$ cat src/rtl/core/vwbf_pkg.sv
// types and constants shared by the variable width byte fifo
`timescale 1ns / 1ps
`default_nettype none
package vwbf_pkg;

  localparam int DATA_W   = 64;
  localparam int COUNT_W  = 4;
  localparam int FILL_W   = 11;
  localparam int CMD_W    = 2;

  localparam logic [CMD_W-1:0] CMD_PUSH  = 2'd0;
  localparam logic [CMD_W-1:0] CMD_POP   = 2'd1;
  localparam logic [CMD_W-1:0] CMD_PEEK  = 2'd2;
  localparam logic [CMD_W-1:0] CMD_CLEAR = 2'd3;

  typedef struct packed {
    logic [CMD_W-1:0]   cmd;
    logic [COUNT_W-1:0] byte_count;
    logic [DATA_W-1:0]  push_data;
  } in_beat_t;

  typedef struct packed {
    logic [DATA_W-1:0]  read_data;
    logic [COUNT_W-1:0] bytes_returned;
    logic [FILL_W-1:0]  fill_level;
    logic               overflow;
    logic               underflow;
  } out_beat_t;

  typedef struct packed {
    logic load;
    logic wr_step;
    logic rd_issue;
    logic rd_step;
    logic clear;
    logic out_load;
  } dp_cmd_t;

  typedef struct packed {
    logic is_push;
    logic is_read;
    logic is_clear;
    logic push_ok;
    logic len_nz;
    logic last;
  } dp_sts_t;

endpackage
`default_nettype wire

$ cat src/rtl/core/vwbf_ctrl.sv
// sequencing state machine of the byte fifo
`timescale 1ns / 1ps
`default_nettype none
module vwbf_ctrl (
  input  wire logic              clk,
  input  wire logic              rst_n,
  input  wire logic              in_valid,
  output logic                   in_stall,
  output logic                   out_valid,
  input  wire logic              out_stall,
  input  wire vwbf_pkg::dp_sts_t sts,
  output vwbf_pkg::dp_cmd_t      cmd
);
  import vwbf_pkg::*;

  typedef enum logic [2:0] {
    S_IDLE,
    S_DISPATCH,
    S_WRITE,
    S_RD_ISSUE,
    S_RD_COLLECT,
    S_FINISH
  } state_t;

  state_t state_r;
  state_t state_nxt;
  logic   in_stall_r;
  logic   out_valid_r;
  logic   out_free;

  assign in_stall  = in_stall_r;
  assign out_valid = out_valid_r;
  assign out_free  = !out_valid_r || !out_stall;

  always_comb begin
    cmd       = '0;
    state_nxt = state_r;
    case (state_r)
      S_IDLE: begin
        if (in_valid) begin
          cmd.load  = 1'b1;
          state_nxt = S_DISPATCH;
        end
      end
      S_DISPATCH: begin
        if (sts.is_clear) begin
          cmd.clear = 1'b1;
          state_nxt = S_FINISH;
        end else if (sts.is_push && sts.push_ok) begin
          state_nxt = S_WRITE;
        end else if (sts.is_read && sts.len_nz) begin
          state_nxt = S_RD_ISSUE;
        end else begin
          state_nxt = S_FINISH;
        end
      end
      S_WRITE: begin
        cmd.wr_step = 1'b1;
        if (sts.last) begin
          state_nxt = S_FINISH;
        end
      end
      S_RD_ISSUE: begin
        cmd.rd_issue = 1'b1;
        state_nxt    = S_RD_COLLECT;
      end
      S_RD_COLLECT: begin
        cmd.rd_step = 1'b1;
        state_nxt   = sts.last ? S_FINISH : S_RD_ISSUE;
      end
      S_FINISH: begin
        if (out_free) begin
          cmd.out_load = 1'b1;
          state_nxt    = S_IDLE;
        end
      end
      default: begin
        state_nxt = S_IDLE;
      end
    endcase
  end

  always_ff @(posedge clk) begin
    if (!rst_n) begin
      state_r     <= S_IDLE;
      in_stall_r  <= 1'b0;
      out_valid_r <= 1'b0;
    end else begin
      state_r    <= state_nxt;
      in_stall_r <= (state_nxt != S_IDLE);
      if (cmd.out_load) begin
        out_valid_r <= 1'b1;
      end else if (!out_stall) begin
        out_valid_r <= 1'b0;
      end
    end
  end

endmodule
`default_nettype wire

$ cat config.mk
export PLATFORM = sky130hd
export DESIGN_NAME = vwbf_ctrl
export DESIGN_NICKNAME = d
export VERILOG_FILES = /design/src/rtl/core/vwbf_pkg.sv /design/src/rtl/core/vwbf_ctrl.sv
export SDC_FILE = /design/constraint.sdc
export NUM_CORES = 1
export LEC_CHECK = 0
export BUFFER_PORTS_ARGS = -buffer_cell sky130_fd_sc_hd__buf_2
export CAP_MARGIN = 25
export CELL_PAD_IN_SITES_DETAIL_PLACEMENT = 0
export CELL_PAD_IN_SITES_GLOBAL_PLACEMENT = 2
export CORE_MARGIN = 2
export CORE_UTILIZATION = 24
export CTS_BUF_LIST = sky130_fd_sc_hd__clkbuf_4
export CTS_CLUSTER_SIZE = 8
export DETAILED_ROUTE_END_ITERATION = 10
export PLACE_DENSITY = 0.81
export SLEW_MARGIN = 40
export SYNTH_ARGS = -nofsm -noshare
export SYNTH_HDL_FRONTEND = slang
export SYNTH_SLANG_ARGS = --single-unit
$ cat constraint.sdc
create_clock -name clk -period 1.85 [get_ports clk]
set_input_delay 0.37 -clock clk [delete_from_list [all_inputs] [get_ports clk]]
set_output_delay 0.37 -clock clk [all_outputs]
set_load 0.02 [all_outputs]
Yosys cells after proc, flatten, opt, wreduce, memory -nomap -nowiden
Index checks and enable logic that the tools add are counted.
{"block": "classes", "n_mux": 19, "n_eq_ne": 6, "reduce_logical": 7}
{"cell": "3-bit two-way mux", "count": 7}
{"cell": "3-bit one-hot mux with 6 select lines", "count": 1}
{"cell": "1-bit two-way mux", "count": 11}
{"cell": "3-bit by 2-bit equality test with 1-bit output, second input constant", "count": 2}
{"cell": "3-bit equality test, second input constant", "count": 2}
{"cell": "3-bit by 1-bit equality test with 1-bit output, second input constant", "count": 1}
{"cell": "3-bit zero test", "count": 1}
{"cell": "3-bit nonzero test", "count": 1}
{"cell": "1-bit logical AND", "count": 2}
{"cell": "1-bit zero test", "count": 2}
{"cell": "2-bit by 1-bit != test with 1-bit output, second input constant", "count": 1}
{"cell": "1-bit logical OR", "count": 1}
{"block": "word_totals", "register_bits": 5, "out_inout_bits": 8, "inputBits": 10, "elab_cells": 35}

Longest topological paths before layout
{"block": "depth", "word_depth": 6, "ltp_mapped": 5, "ltp_nobuf": 4}

Least setup slack after synthesis
Ideal clock, no wire load.
{"block": "synth_timing", "path_kind": "flip-flop to output port", "start": "register state_r[0]", "end": "output cmd[5] (netlist bit)", "required_ns": 1.480, "path_stages_with_launch": 3, "path_buffers": 1, "arrival_time_ns": 1.197, "path_slack_ns": 0.283, "cell_sequence": "dfxtp_1 -> buf_6 -> nor4b_1"}
{"item": "from (decl)", "line": "vwbf_ctrl.sv:25", "rtl": "state_t state_r;"}
{"item": "from (signal assigned)", "line": "vwbf_ctrl.sv:89", "rtl": "state_r <= state_nxt;"}
{"item": "to (decl)", "line": "vwbf_ctrl.sv:12", "rtl": "output vwbf_pkg::dp_cmd_t cmd"}

==> out/qor.yml <==
final_cell_mix: "17 x buf_2, 5 x dfxtp_1, 4 x clkbuf_4"
period_needed_ns: 1.688
powerDensity_nw_per_um2: 945.7
core_um2: 1318
port-buffer-count: 17
r2r-end: "in_stall$_SDFF_PN0_"
hold_buffers: 0
setup_viol: 0
hp-class: "input port to register"
hold_viol_final: 0
cts_tree: "done"
vdd_ir_drop_max_mv: 0.3227
wirelength_um: 670
drt-initial-drc-count: 9
whs_path_depth: 2
path_class: "register to output port"
seq_area_frac_synth_pct: 29.09
grt_pass1_wl_um: 1110
clock-sinks: 5
ioPinCount: 18
die_area_um2: 1753
period_share_pct: 91.22
dieWidth_um: 41.87
max_freq_mhz: 592.6
grt_overflow: 0
ant_nets: 0
rows: 13
diodes: 0
cts_inserted_buffers: 3
cts_setup_buffers: 0
tns_ns: 0
grtUsageTotal_pct: 8.043
ff2ff_setup_slack_ns: 0.41
finalPower_mw: 0.4248
synth_nets: 47
cts_resized: 0
drive_gt1_share_pct: 43.64
skew_ns: 0.0009912
critPathArrivalTime_ns: 1.32
synthCells: 37
finalWeightedCongestion: 0.7096
startpoint_type: "register"
vias: 330
fillCellCount: 148
syn_to_final_growth_pct: 30.55
grt_max_degree: 11
syn_area_per_cell_um2: 9.299
rsz0062_at_grt: "false"
synth_area_um2: 344.1
drc: 0
p_leak_nw: 0.2132
synth-warning-count: 0
drv_cap: 0
r2r_cells: 4
hpwl_um: 566.2
crit_path_end_kind: "output port"
clk_pin_slew_ns: 0.04
ys_seq_elements: 5
seq_area_um2: 100.1
cts-root-buf: "clkbuf_4"
avgRoutedWirePerCell_um: 9.571
final_common_cell: "buf_2"
dr.pass1.iters: 4
clockBufferDepth: 2
tightestPinTransition_ns: 0.3762
hold_path_end: "state_r[1]$_SDFF_PN0_"
required_ns: 1.48
slew-limit-headroom_pct: 74.88
nets: 66
initial_utilization_pct: 26.12
grt_pass1_vias: 292
cts.htree.levels: 1
dieHeight_um: 41.87
antenna_found_initial: 0
worstPathMaxFanout: 9
slew_viol_final: 0
r2r-start: "state_r[0]$_SDFF_PN0_"
vias_per_cell: 4.714
synth.distinct_cells: 23
insertion_delay_ns: 0.23
worstHoldStart: "rst_n"
status: "finished, final reports clean"
multi_input_area_um2: 215.2
## where the power goes
part / internal (mW) / switching, mW
Clock: 0.0959 / 0.0401
Combinational: 0.0661 / 0.0706
Sequential: 0.126 / 0.0263
Total: 0.288 / 0.137
## stage by stage
| stage | hold WS (ns) | cell area, um^2 | std cells | util [%] | setup WS, ns |
|---|---|---|---|---|---|
| detailed placement | 0.5230 | 414.1 | 66 | 31.43 | 0.2886 |
| floorplan | 0.4917 | 344.1 | 37 | - | 0.2830 |
| finish | 0.3850 | 449.2 | 70 | 34.09 | 0.1624 |
| CTS | 0.3770 | 444.2 | 70 | 33.71 | 0.02848 |
| global placement | 0.5229 | 414.1 | 66 | 31.43 | 0.2670 |
| global route | 0.3952 | 449.2 | 70 | 34.09 | 0.003973 |
## logic make-up (layout without fill, tap and decap cells)
logic type,count (synthesis),count (layout),share of synthesized area (%)
and+or+nand+nor,16,16,31.64
AOI/OAI and AO/OA,12,12,26.91
DFF,5,5,29.09
buffers and inverters,3,21,9.817
xor gates and xnor gates,1,1,2.546
## registers in the layout, summed over array words and instances (netlist names)
register / cells
state_r: 3
in_stall: 1
out_valid: 1
## critical path: stages, from the launching register on
cell and delay, ns:
dfxtp_1 0.47, nor3b_2 0.30, and2_1 0.16, buf_2 0.15
## cells in the mapped netlist
master / number / area share (%)
a21boi_0: 2 / 4.4
nand3_1: 1 / 1.5
nor3b_4: 1 / 5.5
a21o_1: 1 / 2.2
o21bai_1: 1 / 2.2
nor2b_1: 1 / 1.8
a221o_1: 2 / 5.8
nor4b_1: 1 / 2.5
a21boi_2: 1 / 3.3
buf_6: 3 / 9.8
and2_1: 3 / 5.5
o21ai_0: 1 / 1.5
nand3b_1: 1 / 2.2
and3b_1: 1 / 2.5
xnor2_1: 1 / 2.5
a22oi_1: 1 / 2.2
nor3_1: 1 / 1.5
a21oi_1: 2 / 2.9
dfxtp_1: 5 / 29
nor3b_1: 2 / 4.4
nand2_1: 2 / 2.2
a211o_1: 1 / 2.5
nor2_1: 2 / 2.2
## how the worst max path moves through the flow
stage,startpoint,end,slack [ns]
3_5_place_dp,state_r[0]$_SDFF_PN0_,cmd[1],0.29
5_1_grt,state_r[0]$_SDFF_PN0_,cmd[1],0.004
3_3_place_gp,state_r[0]$_SDFF_PN0_,cmd[1],0.27
4_1_cts,state_r[0]$_SDFF_PN0_,cmd[1],0.03
2_1_floorplan,state_r[0]$_SDFF_PN0_,cmd[5],0.28
6_report,state_r[0]$_SDFF_PN0_,cmd[1],0.16
## cell type report
| class | count | share of cell area [%] |
|---|---|---|
| multi-input cells | 29 | 47.91 |
| flip-flops and latches | 5 | 22.28 |
| repair buffers | 17 | 18.94 |
| clock buffers | 4 | 6.685 |
| well taps | 15 | 4.178 |
## routing by layer
layer,vias to the layer above,GRT usage [%],wire length [um]
li1,172,-,-
met1,149,9.635,310
met2,9,12.50,323
met3,0,1.739,37
met4,0,5.806,0
met5,-,0,0
(Power assumes the default switching activity.)
